==> src/sv/opa_pkg.sv <==
// shared types, codes and sizes for the object pool allocator
// no dependencies; used by every module of the block except opa_ram
package opa_pkg;

   localparam int POOL_SIZE = 64;
   localparam int HANDLE_W  = 6;
   localparam int KIND_W    = 2;
   localparam int STATUS_W  = 2;
   localparam int IDX_W     = $clog2(POOL_SIZE);
   localparam int COUNT_W   = $clog2(POOL_SIZE + 1);

   // request kinds
   localparam logic [KIND_W-1:0] KIND_ALLOC = 2'd0;
   localparam logic [KIND_W-1:0] KIND_TRY   = 2'd1;
   localparam logic [KIND_W-1:0] KIND_FREE  = 2'd2;

   // response status codes
   localparam logic [STATUS_W-1:0] ST_OK        = 2'd0;
   localparam logic [STATUS_W-1:0] ST_NONE      = 2'd1;
   localparam logic [STATUS_W-1:0] ST_NOT_ALLOC = 2'd2;

   // classified operations handed from front to back
   typedef logic [2:0] op_type;
   localparam op_type OP_NOP    = 3'd0;
   localparam op_type OP_ALLOC  = 3'd1;
   localparam op_type OP_TRY    = 3'd2;
   localparam op_type OP_FREE   = 3'd3;
   localparam op_type OP_REJECT = 3'd4;

   typedef struct packed {
      op_type              op;
      logic [HANDLE_W-1:0] handle;
   } cmd_type;

endpackage

==> src/sv/opa_ram.sv <==
// generic single-write, single-read ram with registered read data
// no dependencies
module opa_ram #(
   parameter int WIDTH = 8,
   parameter int DEPTH = 16
) (
   input  logic                     clock,
   input  logic                     wr_en,
   input  logic [$clog2(DEPTH)-1:0] wr_addr,
   input  logic [WIDTH-1:0]         wr_data,
   input  logic                     rd_en,
   input  logic [$clog2(DEPTH)-1:0] rd_addr,
   output logic [WIDTH-1:0]         rd_data
);

   logic [WIDTH-1:0] mem_ff [DEPTH];
   logic [WIDTH-1:0] rd_data_ff;

   // storage write
   always_ff @(posedge clock) begin
      if (wr_en) begin
         mem_ff[wr_addr] <= wr_data;
      end
   end

   // registered read port
   always_ff @(posedge clock) begin
      if (rd_en) begin
         rd_data_ff <= mem_ff[rd_addr];
      end
   end

   assign rd_data = rd_data_ff;

endmodule

==> src/sv/opa_front.sv <==
// front end: accepts request words, classifies them, holds a two-deep command queue
// depends on opa_pkg
module opa_front (
   input  logic                            clock,
   input  logic                            reset,
   input  logic                            req_valid,
   output logic                            req_ready,
   input  logic [opa_pkg::KIND_W-1:0]      req_kind,
   input  logic [opa_pkg::HANDLE_W-1:0]    req_handle,
   output logic                            cmd_valid,
   input  logic                            cmd_ready,
   output opa_pkg::cmd_type                cmd
);

   opa_pkg::cmd_type q_ff [2];
   logic             wr_ptr_ff, wr_ptr_in;
   logic             rd_ptr_ff, rd_ptr_in;
   logic [1:0]       cnt_ff, cnt_in;
   opa_pkg::cmd_type cls;
   logic             push, pop;

   // classify the incoming word
   always_comb begin
      cls.handle = req_handle;
      case (req_kind)
         opa_pkg::KIND_ALLOC: cls.op = opa_pkg::OP_ALLOC;
         opa_pkg::KIND_TRY:   cls.op = opa_pkg::OP_TRY;
         opa_pkg::KIND_FREE: begin
            if (32'(req_handle) < opa_pkg::POOL_SIZE) begin
               cls.op = opa_pkg::OP_FREE;
            end else begin
               cls.op = opa_pkg::OP_REJECT;
            end
         end
         default:             cls.op = opa_pkg::OP_NOP;
      endcase
   end

   // queue handshake
   assign req_ready = (cnt_ff != 2'd2);
   assign cmd_valid = (cnt_ff != 2'd0);
   assign cmd       = q_ff[rd_ptr_ff];
   assign push      = req_valid && req_ready;
   assign pop       = cmd_valid && cmd_ready;

   always_comb begin
      wr_ptr_in = push ? ~wr_ptr_ff : wr_ptr_ff;
      rd_ptr_in = pop ? ~rd_ptr_ff : rd_ptr_ff;
      cnt_in    = cnt_ff + 2'(push) - 2'(pop);
   end

   // queue pointers
   always_ff @(posedge clock) begin
      if (reset) begin
         wr_ptr_ff <= 1'b0;
         rd_ptr_ff <= 1'b0;
         cnt_ff    <= 2'd0;
      end else begin
         wr_ptr_ff <= wr_ptr_in;
         rd_ptr_ff <= rd_ptr_in;
         cnt_ff    <= cnt_in;
      end
   end

   // queue entries
   always_ff @(posedge clock) begin
      if (push) begin
         q_ff[wr_ptr_ff] <= cls;
      end
   end

endmodule

==> src/sv/opa_back.sv <==
// back end: carries out commands against the free list, fresh counter and in-use map
// depends on opa_pkg and opa_ram
module opa_back (
   input  logic                            clock,
   input  logic                            reset,
   input  logic                            cmd_valid,
   output logic                            cmd_ready,
   input  opa_pkg::cmd_type                cmd,
   output logic                            rsp_valid,
   input  logic                            rsp_ready,
   output logic [opa_pkg::HANDLE_W-1:0]    rsp_granted_handle,
   output logic [opa_pkg::STATUS_W-1:0]    rsp_status
);

   localparam logic ST_IDLE = 1'b0;
   localparam logic ST_READ = 1'b1;

   logic                           state_ff, state_in;
   logic [opa_pkg::IDX_W-1:0]      head_ff, head_in;
   logic [opa_pkg::IDX_W-1:0]      tail_ff, tail_in;
   logic [opa_pkg::COUNT_W-1:0]    qcount_ff, qcount_in;
   logic [opa_pkg::COUNT_W-1:0]    fresh_ff, fresh_in;
   logic [opa_pkg::POOL_SIZE-1:0]  map_ff, map_in;
   logic                           rsp_valid_ff, rsp_valid_in;
   logic [opa_pkg::HANDLE_W-1:0]   grant_ff, grant_in;
   logic [opa_pkg::STATUS_W-1:0]   status_ff, status_in;
   logic                           out_free;
   logic                           ram_we, ram_re;
   logic [opa_pkg::HANDLE_W-1:0]   ram_rd_data;

   localparam logic [opa_pkg::IDX_W-1:0]   LAST_IDX = opa_pkg::IDX_W'(opa_pkg::POOL_SIZE - 1);
   localparam logic [opa_pkg::COUNT_W-1:0] FULL_CNT = opa_pkg::COUNT_W'(opa_pkg::POOL_SIZE);

   // released handles in fifo order
   opa_ram #(
      .WIDTH (opa_pkg::HANDLE_W),
      .DEPTH (opa_pkg::POOL_SIZE)
   ) u_free_ram (
      .clock   (clock),
      .wr_en   (ram_we),
      .wr_addr (tail_ff),
      .wr_data (cmd.handle),
      .rd_en   (ram_re),
      .rd_addr (head_ff),
      .rd_data (ram_rd_data)
   );

   assign out_free = !rsp_valid_ff || rsp_ready;

   // command sequencer
   always_comb begin
      state_in     = state_ff;
      head_in      = head_ff;
      tail_in      = tail_ff;
      qcount_in    = qcount_ff;
      fresh_in     = fresh_ff;
      map_in       = map_ff;
      rsp_valid_in = rsp_valid_ff && !rsp_ready;
      grant_in     = grant_ff;
      status_in    = status_ff;
      cmd_ready    = 1'b0;
      ram_we       = 1'b0;
      ram_re       = 1'b0;
      case (state_ff)
         ST_IDLE: begin
            if (cmd_valid && out_free) begin
               cmd_ready    = 1'b1;
               rsp_valid_in = 1'b1;
               grant_in     = '0;
               status_in    = opa_pkg::ST_OK;
               case (cmd.op)
                  opa_pkg::OP_ALLOC, opa_pkg::OP_TRY: begin
                     if (qcount_ff != '0) begin
                        // pop oldest released handle; data comes back next cycle
                        ram_re       = 1'b1;
                        head_in      = (head_ff == LAST_IDX) ? '0 : head_ff + 1'b1;
                        qcount_in    = qcount_ff - 1'b1;
                        rsp_valid_in = 1'b0;
                        state_in     = ST_READ;
                     end else if (cmd.op == opa_pkg::OP_ALLOC && fresh_ff < FULL_CNT) begin
                        // never-used handle
                        grant_in = opa_pkg::HANDLE_W'(fresh_ff);
                        map_in[opa_pkg::HANDLE_W'(fresh_ff)] = 1'b1;
                        fresh_in = fresh_ff + 1'b1;
                     end else begin
                        status_in = opa_pkg::ST_NONE;
                     end
                  end
                  opa_pkg::OP_FREE: begin
                     if (map_ff[cmd.handle] && qcount_ff < FULL_CNT) begin
                        map_in[cmd.handle] = 1'b0;
                        ram_we    = 1'b1;
                        tail_in   = (tail_ff == LAST_IDX) ? '0 : tail_ff + 1'b1;
                        qcount_in = qcount_ff + 1'b1;
                     end else begin
                        status_in = opa_pkg::ST_NOT_ALLOC;
                     end
                  end
                  opa_pkg::OP_REJECT: status_in = opa_pkg::ST_NOT_ALLOC;
                  default:            status_in = opa_pkg::ST_OK;
               endcase
            end
         end
         ST_READ: begin
            // output register is empty here: it was free when the pop issued
            rsp_valid_in          = 1'b1;
            grant_in              = ram_rd_data;
            status_in             = opa_pkg::ST_OK;
            map_in[ram_rd_data]   = 1'b1;
            state_in              = ST_IDLE;
         end
         default: state_in = ST_IDLE;
      endcase
   end

   // control state
   always_ff @(posedge clock) begin
      if (reset) begin
         state_ff     <= ST_IDLE;
         head_ff      <= '0;
         tail_ff      <= '0;
         qcount_ff    <= '0;
         fresh_ff     <= '0;
         map_ff       <= '0;
         rsp_valid_ff <= 1'b0;
      end else begin
         state_ff     <= state_in;
         head_ff      <= head_in;
         tail_ff      <= tail_in;
         qcount_ff    <= qcount_in;
         fresh_ff     <= fresh_in;
         map_ff       <= map_in;
         rsp_valid_ff <= rsp_valid_in;
      end
   end

   // response payload
   always_ff @(posedge clock) begin
      grant_ff  <= grant_in;
      status_ff <= status_in;
   end

   assign rsp_valid          = rsp_valid_ff;
   assign rsp_granted_handle = grant_ff;
   assign rsp_status         = status_ff;

endmodule

==> src/sv/object_pool_allocator.sv <==
// top level of the object pool allocator: front end, command queue and back end
// depends on opa_pkg, opa_front, opa_back
//
//   channel   direction   handshake              payload
//   req       in          req_valid / req_ready  req_kind, req_handle
//   rsp       out         rsp_valid / rsp_ready  rsp_granted_handle, rsp_status
//
// the front takes one word a cycle while the queue has room, into a two-deep command queue.
// the back carries out a command from idle; an allocation from the released-handle
// fifo also passes a read state, for the registered read port of the fifo ram.
// reset clears counters, pointers and the in-use bitmap directly; no clearing pass.
// a result waits in the output register until taken; the queue keeps filling meanwhile.
module object_pool_allocator (
   input  logic                            clock,
   input  logic                            reset,
   input  logic                            req_valid,
   output logic                            req_ready,
   input  logic [opa_pkg::KIND_W-1:0]      req_kind,
   input  logic [opa_pkg::HANDLE_W-1:0]    req_handle,
   output logic                            rsp_valid,
   input  logic                            rsp_ready,
   output logic [opa_pkg::HANDLE_W-1:0]    rsp_granted_handle,
   output logic [opa_pkg::STATUS_W-1:0]    rsp_status
);

   logic             cmd_valid;
   logic             cmd_ready;
   opa_pkg::cmd_type cmd;

   // accept and classify
   opa_front u_front (
      .clock      (clock),
      .reset      (reset),
      .req_valid  (req_valid),
      .req_ready  (req_ready),
      .req_kind   (req_kind),
      .req_handle (req_handle),
      .cmd_valid  (cmd_valid),
      .cmd_ready  (cmd_ready),
      .cmd        (cmd)
   );

   // execute
   opa_back u_back (
      .clock              (clock),
      .reset              (reset),
      .cmd_valid          (cmd_valid),
      .cmd_ready          (cmd_ready),
      .cmd                (cmd),
      .rsp_valid          (rsp_valid),
      .rsp_ready          (rsp_ready),
      .rsp_granted_handle (rsp_granted_handle),
      .rsp_status         (rsp_status)
   );

endmodule

==> config.mk <==
export PLATFORM = sky130hd
export DESIGN_NAME = object_pool_allocator
export DESIGN_NICKNAME = d
export VERILOG_FILES = /design/src/sv/opa_pkg.sv /design/src/sv/opa_ram.sv /design/src/sv/opa_front.sv /design/src/sv/opa_back.sv /design/src/sv/object_pool_allocator.sv
export SDC_FILE = /design/constraint.sdc
export NUM_CORES = 1
export LEC_CHECK = 0
export ABC_AREA = 1
export ABC_CLOCK_PERIOD_IN_PS = 9050
export BUFFER_PORTS_ARGS = -buffer_cell sky130_fd_sc_hd__buf_2
export CAP_MARGIN = 30
export CORE_MARGIN = 2
export CORE_UTILIZATION = 44
export CTS_CLUSTER_DIAMETER = 50
export DETAILED_ROUTE_END_ITERATION = 8
export SYNTH_ARGS = -nofsm -noshare
export SYNTH_HDL_FRONTEND = slang
export SYNTH_HIERARCHICAL = 1
export SYNTH_SLANG_ARGS = --single-unit
==> constraint.sdc <==
create_clock -name clock -period 9.05 [get_ports clock]
set_input_delay 0.905 -clock clock [delete_from_list [all_inputs] [get_ports clock]]
set_output_delay 0.905 -clock clock [all_outputs]
set_load 0.05 [all_outputs]
==> metrics list, run 1 <==
- The flow ran to the end, and the final reports show no timing, DRC or antenna violations.
- Slew of the pin with the lowest slew margin: 1.07 ns
- Start-to-end type of the worst setup path: reg2reg
* Clock sinks: 511
- Hold buffers post-CTS: 0
* Slack of the worst reg-to-reg path: 3.70 ns
- Arrival time reported for the critical path endpoint: 5.56 ns
- Fraction of layout instances using a drive strength above 1: between 7 and 8%
- Worst vdd ir: between 0.00015 and 0.0002 V
- Max-cap check violation count: 0
* Antenna violations before repair: 0
- For this run, asynchronously set or reset flops after synthesis account for 0%.
* Critical path data required time: ~9.3 ns
- Hold Crit Start: u_back/fresh_ff[6]
* Layout Skew: about 0.047 ns
- Routability-driven placement congestion ratio: roughly 0.93
* HPWL after DPL: 42700 um
- Counting flops and latches in the post-synthesis netlist gives slightly above 500.
* Synthesized-area fraction occupied by ao, oa, aoi and oai cells: under 10%
- After synthesis, the share of cell area in mux cells is less than 1%.
- DR pass1 iterations: 6
* IO Port Bufs: 21
- The synthesized netlist devotes less than 1% of its cell area to adder and majority cells.
* Antenna Nets Post-Route: 0
- In the final routed layout, each cell accounts on average for 19.9 um.
* Area occupied by multi-input gates: around 0.0087 mm2
- Based on the critical path, the design can be clocked at up to 187 MHz.
- Once the clock tree was built, the resizer swapped 0 gates to a different size.
* Via count of the first global-routing pass: approximately 19000
* Final-report hold violation count: 0
- When the netlist entered floorplanning its net count stood at 2748.
- STA classifies the critical path startpoint as a flop.
- Placed cells: 3376
- In this run the worst hold path is classified as reg2reg.
- Instance area after placement: 0.0250 mm2
- In the routed layout, each cell is associated on average with a via count of 5.66.
* Simple-gate share of the synthesized area: between 20% and 30%
- Clock Tree Root: sky130_fd_sc_hd__clkbuf_16
- Clock Latency Late Sink: 0.62 ns
- Worst R2R Path Depth: 14
* Worst Hold End: u_back/fresh_ff[6]
- A synthesized cell averages roughly 9.0 um2.
- Setup repair after global routing left no endpoint under its margin.
- Final setup violating endpoints: 0
- Initial core utilization: 44.3%
* CTS tree: done
* Post-synth EDFFs: 414
- The H-tree generated during clock tree synthesis spans 3 levels.
- After detailed routing, the number of remaining DRC violations is 0.
* Area growth from synthesis to layout: 11.8%
- Final critical path time including I/O delays and setup: 5.35 ns
* Die span in x: 239 um
* Total non-filler cell area in the finished layout: 0.0273 mm2
- In the final layout, flip-flops and latches occupy 0.0144 mm2.
- Along the worst hold path, the cell count comes to 2.
- Tightest slew margin relative to the limit: between 20% and 30%
- Dominant combinational cell family by area after synthesis: simple AND/OR/NAND/NOR gates
- Clock Pin Slew Worst Setup and Hold Paths: 0.06 ns
- Synthesis produced a netlist whose cell count is between 2000 and 3000.
* Number of fill cells: 5076
- 22 I/O pins were placed.
- Pins over their slew limit: 0
- Total congestion overflow after global routing: 0
- In this run, CTS created clock tree buffers numbering 66.
* Iteration-0 DRC Markers: 2200
- Yosys warns: 6
- Global routing used about a quarter of the available tracks across all layers.
* Total vias in the final route: between 15000 and 20000
- The worst register-to-register path ends at u_back/u_free_ram/mem_ff[44][4].
- Entering global routing, the biggest net connects 116 pins.
- Xor and xnor fraction of the mapped netlist area: less than 1%
- Net total in the final layout: ~2700
- Primary FF master, synth: sky130_fd_sc_hd__edfxtp_1
- Area of the mapped netlist: 0.0244 mm2
* Nature of the critical path endpoint: flop
- Summing internal, switching and leakage power gives 7.80 mW.
* Period utilization: 59.1%
- Total wire length after detailed routing: 69900 um
- Once layout is complete, the cells apart from fillers number 3505.
- The die covers 0.0573 mm2.
* Die Y-Extent: between 200 and 250 um
- For this design the static power due to leakage is 10.0 nW.
* Buffers inserted during post-CTS setup optimization: 0
* Ant. Diodes: 0
* Worst Hold Slack: a little under 0.5 ns
- Sum of negative setup slack: 0 ns
- Cell Rows: 86
* Placeable core region: 0.0550 mm2
* Maximum fanout along the worst path: 68
- Total power density per cell area: approximately 290 mW/mm2
- Sequential cells were found to cover between 50% and 60% of the synthesized design area.
- Unique masters post-synth: 35
- Number of buffers on the longest clock path: 3
- Global-route wire length before repair: 108000 um
metrics by stage:
step	util, %	setup WS, ns
after floorplan	-	5.42
after global placement	45.3	3.89
after detailed placement	45.4	3.83
after CTS	49.5	3.81
after global routing	49.6	3.41
final	49.6	3.70
synthesized netlist by cell type, drive strengths merged, types with 6 or more instances:
master / number / area (um2)
nor4: 11 / 68.8
inv: 166 / 623
a21oi: 158 / 791
o21ai: 186 / 931
a31oi: 11 / 68.8
nand4: 14 / 87.6
edfxtp: 414 / 12400
nand3: 447 / 2240
nor2: 192 / 741
buf: 103 / 578
xor2: 7 / 61.3
clkbuf: 45 / 169
mux2: 8 / 120
nor3: 61 / 305
ha: 13 / 163
dfxtp: 97 / 1940
nand2: 769 / 2900
o22ai: 6 / 37.5
layout by cell type (no fill, tap or decap), types with 14 or more instances in the layout:
| cell | n |
|---|---|
| sky130_fd_sc_hd__buf_2 | 23 |
| sky130_fd_sc_hd__o21ai_0 | 177 |
| sky130_fd_sc_hd__buf_4 | 29 |
| sky130_fd_sc_hd__dfxtp_1 | 93 |
| sky130_fd_sc_hd__inv_1 | 159 |
| sky130_fd_sc_hd__clkbuf_16 | 67 |
| sky130_fd_sc_hd__nand4_1 | 14 |
| sky130_fd_sc_hd__nor2_1 | 187 |
| sky130_fd_sc_hd__nand2_1 | 766 |
| sky130_fd_sc_hd__nand3_1 | 446 |
| sky130_fd_sc_hd__edfxtp_1 | 414 |
| sky130_fd_sc_hd__nor3_1 | 59 |
| sky130_fd_sc_hd__a21oi_1 | 158 |
area by class of cell:
cell class,count,share of cell area (%)
Sequential cell,511,52.8
Multi-Input combinational cell,1897,31.7
Clock buffer,78,6.37
Tap cell,748,3.43
Inverter,166,2.31
Clock inverter,41,1.82
Timing Repair Buffer,64,1.57
kinds of logic (layout without fill, tap and decap cells):
| family | Yosys count | count (layout) |
|---|---|---|
| and+or+nand+nor | 1501 | 1501 |
| DFF | 511 | 511 |
| AOI/OAI and AO/OA | 365 | 365 |
| buffers and inverters | 314 | 349 |
| adders and majority gates | 14 | 14 |
| xor gates and xnor gates | 8 | 8 |
| muxes | 8 | 8 |
| other | 1 | 1 |
flip-flops by register name, summed over array words and instances, names as in the netlist, named ones only:
signal	cells
u_back/u_free_ram/rd_data	6
u_front/q_ff	16
u_back/tail_ff	6
u_back/map_ff	64
u_front/wr_ptr_ff	1
u_back/state_ff	1
u_back/u_free_ram/mem_ff	384
u_back/rsp_granted_handle	6
u_front/rd_ptr_ff	1
u_front/cnt_ff	2
u_back/head_ff	6
u_back/fresh_ff	7
u_back/qcount_ff	7
u_back/rsp_valid	1
u_back/rsp_status	2
critical path, cell delays in order, from the launching register on:
cell	delay, ns
sky130_fd_sc_hd__dfxtp_1	0.62
sky130_fd_sc_hd__mux2_4	0.24
sky130_fd_sc_hd__buf_4	0.64
sky130_fd_sc_hd__inv_1	0.18
sky130_fd_sc_hd__nor2_4	0.27
sky130_fd_sc_hd__nand3_1	0.11
sky130_fd_sc_hd__nand2_1	0.09
sky130_fd_sc_hd__o21ai_1	0.07
sky130_fd_sc_hd__nand2_1	0.08
sky130_fd_sc_hd__nor2_1	0.05
sky130_fd_sc_hd__nand2_1	0.18
sky130_fd_sc_hd__nand3_2	0.14
sky130_fd_sc_hd__nor2_2	0.54
sky130_fd_sc_hd__nand4_1	0.88
sky130_fd_sc_hd__nor2_1	0.74
worst max-delay path by stage:
stage                     start                         endpoint  slack [ns]  cells after the start
after floorplan            flop  u_back/u_free_ram/mem_ff[48][0]        5.42                     16
after global placement     flop  u_back/u_free_ram/mem_ff[17][4]        3.89                     14
after detailed placement   flop  u_back/u_free_ram/mem_ff[16][3]        3.83                     14
after CTS                  flop  u_back/u_free_ram/mem_ff[40][5]        3.81                     14
after global routing       flop  u_back/u_free_ram/mem_ff[17][4]        3.41                     14
final                      flop  u_back/u_free_ram/mem_ff[44][4]        3.70                     14
report_power, final:
part	internal, mW	leakage, nW	switching (mW)
Combinational	0.579	4.42	1.55
Sequential	2.88	4.52	0.148
Clock	1.60	1.08	1.04
Total	5.06	10.0	2.74
metal layers:
layer | track usage, % | part of all wire, %
met1 | 33.3 | 42
met2 | 39.3 | 46
met3 | 4.31 | 8.2
met4 | 8.71 | 3.0
met5 | 0 | 0
Note: power is estimated with default switching activity, not from simulation.
==> run 2, diff against run 1 <==
--- a/config.mk
+++ b/config.mk
@@ -5,8 +5,8 @@
 export SDC_FILE = /design/constraint.sdc
 export NUM_CORES = 1
 export LEC_CHECK = 0
-export ABC_AREA = 1
-export ABC_CLOCK_PERIOD_IN_PS = 9050
+export ABC_AREA = 0
+export ABC_CLOCK_PERIOD_IN_PS = 4400
 export BUFFER_PORTS_ARGS = -buffer_cell sky130_fd_sc_hd__buf_2
 export CAP_MARGIN = 30
 export CORE_MARGIN = 2
==> constraint.sdc (replaced) <==
create_clock -name clock -period 4.4 [get_ports clock]
set_input_delay 0.44 -clock clock [delete_from_list [all_inputs] [get_ports clock]]
set_output_delay 0.44 -clock clock [all_outputs]
set_load 0.05 [all_outputs]
==> run 2 against run 1 <==
Critical path depth decreased by 3. Clock power increased by 82%. Hold slack got worse by 0.46 ns. Synthesized cell count fell by 44%. Design area is 7.5% lower. First-iteration DRC count decreased by 27%. Wire length fell by 18%. Fmax increased by 28%. Global-route usage is 2.6 points lower. Sequential cell count stayed put. Largest power group unchanged.
==> metrics list, run 2 <==
* Run status: completed
- Across the run, the number of max-cap violations was 0.
* Dominant combinational cell family by area after synthesis: multiplexers
- Mapped Avg Cell Area: 14.5 um2
- Ranked by flip-flop count, first place goes to u_back/u_free_ram/mem_ff.
- After Yosys synthesis, XOR and XNOR cells account for 0.706% of the synthesized area.
* Unrepaired setup endpoints after global routing: false
- The number of clock buffers added by TritonCTS is 58.
- Post-synthesis register bit count: 511
- Most frequent cells after synthesis: 414 x sky130_fd_sc_hd__edfxtp_1, 160 x sky130_fd_sc_hd__nor2_1, 97 x sky130_fd_sc_hd__dfxtp_1
* Total congestion overflow after global routing: 0
- The worst path uses 94.9% of the clock period.
* Net total in the final layout: approximately 1600
- The number of max-slew violations in the final report is 0.
- Critical Path Start Type: flop
* Antenna violations before repair: 0
* Registers with the most flip-flops: u_back/u_free_ram/mem_ff: 384 flops, u_back/map_ff: 64 flops, u_front/q_ff: 16 flops
- The finished layout holds 2294 standard cells, fillers aside.
- Including well taps, the total number of placed cells is between 2000 and 2500.
- Maximum level of the CTS H-tree: 2
- Along the worst hold path, the cell count comes to 1.
- In this run the static leakage power is between 8 and 9 nW.
* Die Y-Extent: 229 um
* Antenna Nets Post-Route: 0
- Area growth from synthesis to layout: 12.9%
* Number of buffers on the longest clock path: 3
- Total power density per cell area: 512 mW/mm2
* Simple-gate share of the synthesized area: 8.39%
- Yosys printed 6 warnings.
- Once detailed placement completed, the half-perimeter wirelength came to 36400 um.
* Clock Pin Slew Worst Setup and Hold Paths: 0.06 ns
- Number of nets produced by synthesis: 1562
* Clock Latency Late Sink: between 0.6 and 0.7 ns
* Die span in x: ~230 um
- On the critical path the largest part of the delay comes from simple AND/OR/NAND/NOR gates.
* CTS tree: done
* Cell accounting for the most synthesized area: sky130_fd_sc_hd__edfxtp_1
- The worst path in the final design needs a cycle of 4.18 ns, including I/O delays and setup.
* Clock network power share: about 37%
- Proportion of register bits with asynchronous set or reset after synthesis: 0%
* DRC violation count after routing: 0
* Post-synth EDFFs: 414
* Critical path data required time: 4.66 ns
- In this run the count of I/O pins placed on the die edge is 22.
- In this run switching power makes up 28.8% of total power.
* Top-area cell type share of the netlist area: 55.7%
* Layout Skew: approximately 0.047 ns
- Dividing the detail-routed wire length by the instance count gives 25.1 um.
- Setup violations remaining at the end of the flow were counted as 0.
* Clock sinks: 511
- The total area inside the core boundary comes to 0.0502 mm2.
- The largest single stage delay on the critical path is around 0.66 ns.
- Via count of the first global-routing pass: ~14000
- The worst register-to-register path has a setup slack of about 0.22 ns.
- The register with the most flip-flops in the layout has 384 of them.
- The synthesized netlist contains just over 80 unique library cells.
- The worst register-to-register path ends at u_back/u_free_ram/mem_ff[29][3].
* Cell with the most instances after synthesis: sky130_fd_sc_hd__edfxtp_1
- The synthesized netlist occupies a cell area of 0.0223 mm2.
- Sum of negative setup slack: 0 ns
- For the pin with the worst max-slew slack, the measured transition is 1.05 ns.
- The share of the Yosys chip area taken by registers is between 60% and 70%.
- Dividing the detail-routed via count by the number of cells gives 6.08.
- The number of endpoints with negative hold slack in the final report is 0.
- The min-delay analysis places its worst path in the category in2reg.
- Row generation in the floorplan step produced 82 rows.
- Worst R2R Path Depth: 11
- The largest individual stage delay along the critical path comes from the cell sky130_fd_sc_hd__nor2_1.
* Area of the die: 0.0526 mm2
- Ant. Diodes: 0
- Counting every instance in the synthesized netlist gives 1536.
* Most common cell after layout, fill and taps aside: sky130_fd_sc_hd__edfxtp_1
- Global-route wire length before repair: around 87000 um
- In the layout the commonest cells are 414 x sky130_fd_sc_hd__edfxtp_1, 156 x sky130_fd_sc_hd__nor2_1, 93 x sky130_fd_sc_hd__dfxtp_1.
- GRT Resource Usage Total: 21.9%
* Maximum fanout along the worst path: 7
- Once the clock tree was built, the setup fixing pass inserted 0 buffers.
- Initial core utilization: 44.5%
- STA classifies the critical path endpoint as a flop.
- Combinational power share: roughly 17%
* Worst Path Buf+Inv: 1
- Of the cells placed in the final design, the portion with a size suffix greater than 1 is 20.2%.
- Hold Crit Start: req_handle[0]
- The synthesized netlist devotes 10.5% of its cell area to compound gates.
- Routability-driven placement finished with a final weighted congestion of 0.981.
* Fmax: 239 MHz
- Sequential group share of total power: 45.6%
- Crit path cell chain: mux2_2 -> and2b_4 -> a22oi_1 -> mux4_2 -> o211ai_2 -> a21oi_1 -> o21ai_0 -> and3_1 -> buf_4 -> nand3_1 -> nor2_1
* Worst vdd ir: 0.000348 V
* Arrival time reported for the critical path endpoint: 4.44 ns
- Internal power summed over all cells: 9.20 mW
* Total wire length after detailed routing: 57600 um
- Start-to-end type of the worst setup path: reg2reg
* Pin count of the biggest net entering global routing: 74
- The design draws roughly 13 mW.
- Primary FF master, synth: sky130_fd_sc_hd__edfxtp_1
- For hold timing, the worst endpoint is u_front/q_ff[0][0].
* Mux contribution to synthesized area: 12.6%
- Share of synthesized cell area in full adder, half adder and majority cells: 0.818%
- DR pass1 iterations: 8
- The routed layout has 13942 vias.
- By area the synthesized netlist is led by sky130_fd_sc_hd__edfxtp_1 56%, sky130_fd_sc_hd__mux4_2 9.0%, sky130_fd_sc_hd__dfxtp_1 8.7%, sky130_fd_sc_hd__nor2_1 2.7%, sky130_fd_sc_hd__a21oi_1 1.9%.
- For this block, the initial DRC count from the detailed router was 1604.
- IO Port Bufs: 21
- The cell sitting at the root of the clock tree is a sky130_fd_sc_hd__clkbuf_16.
* Worst Hold Slack: just under 0.03 ns
- Net switching power figure: 3.71 mW
- Tightest slew margin relative to the limit: 29.5%
-- run 2: layout make-up --
class	count	area, um2
clock inverters	38	407
inverters	11	41.3
multi-input cells	909	7380
well taps	672	841
clock buffers	69	1540
fillers	4244	24900
repair buffers	84	626
flip-flops and latches	511	14400
-- run 2: power by group through the flow --
stage / clock (mW) / sequential [mW] / combinational, mW
final: 4.81 / 5.89 / 2.21
after global routing: 5.11 / 5.90 / 2.38
after CTS: 4.93 / 5.89 / 2.20
after detailed placement: 0 / 5.99 / 2.19
after global placement: 0 / 5.99 / 2.16
after floorplan: 0 / 6.09 / 1.28
-- run 2: how the worst max path moves through the flow --
stage	startpoint	endpoint	slack, ns	depth (start not counted)
finish	flop	u_back/u_free_ram/mem_ff[29][3]	0.22	11
global route	flop	u_back/u_free_ram/mem_ff[44][4]	0.02	11
CTS	flop	u_back/u_free_ram/mem_ff[32][0]	0.13	11
detailed placement	flop	u_back/u_free_ram/mem_ff[32][5]	0.19	11
global placement	flop	u_back/u_free_ram/mem_ff[40][4]	0.31	11
floorplan	flop	u_back/u_free_ram/mem_ff[48][0]	0.26	14
-- run 2: routing by layer --
| metal | up-vias | wire length (um) | global-route usage [%] | part of all wire [%] |
|---|---|---|---|---|
| met5 | - | 0 | 0 | 0 |
| met4 | 0 | 2210 | 9.70 | 3.8 |
| met3 | 147 | 4430 | 4.76 | 7.7 |
| met2 | 596 | 27200 | 34.8 | 47 |
| met1 | 7059 | 23700 | 29.1 | 41 |
| li1 | 6140 | - | - | - |
-- run 2: cell families after synthesis --
logic type	after synthesis
flip-flops	511
AND/OR/NAND/NOR	379
AO/OA/AOI/OAI	341
multiplexers	156
buffers and inverters	116
XOR/XNOR	18
adder cells (fa/ha/maj)	14
other	1
-- run 2: worst register-to-register path: stages, from the launching register on --
cell and delay, ns:
sky130_fd_sc_hd__dfxtp_1 0.37, sky130_fd_sc_hd__mux2_2 0.38, sky130_fd_sc_hd__and2b_4 0.29, sky130_fd_sc_hd__a22oi_1 0.10
sky130_fd_sc_hd__mux4_2 0.49, sky130_fd_sc_hd__o211ai_2 0.22, sky130_fd_sc_hd__a21oi_1 0.11, sky130_fd_sc_hd__o21ai_0 0.27
sky130_fd_sc_hd__and3_1 0.28, sky130_fd_sc_hd__buf_4 0.17, sky130_fd_sc_hd__nand3_1 0.47, sky130_fd_sc_hd__nor2_1 0.66
-- run 2: repair_timing --
| action | in CTS | in global routing |
|---|---|---|
| resized for setup | 0 | 5 |
| hold buffers | 5 | 0 |
| endpoints found under the setup margin | 0 | 42 |
| hold endpoints to repair | 10 | 0 |
-- run 2: stage by stage --
stage	cell area [um2]	setup WS, ns	util, %
2_1_floorplan	22300	0.260	-
3_3_place_gp	23200	0.311	46.2
3_5_place_dp	23200	0.191	46.2
4_1_cts	25200	0.128	50.2
5_1_grt	25200	0.0186	50.3
6_report	25200	0.223	50.3
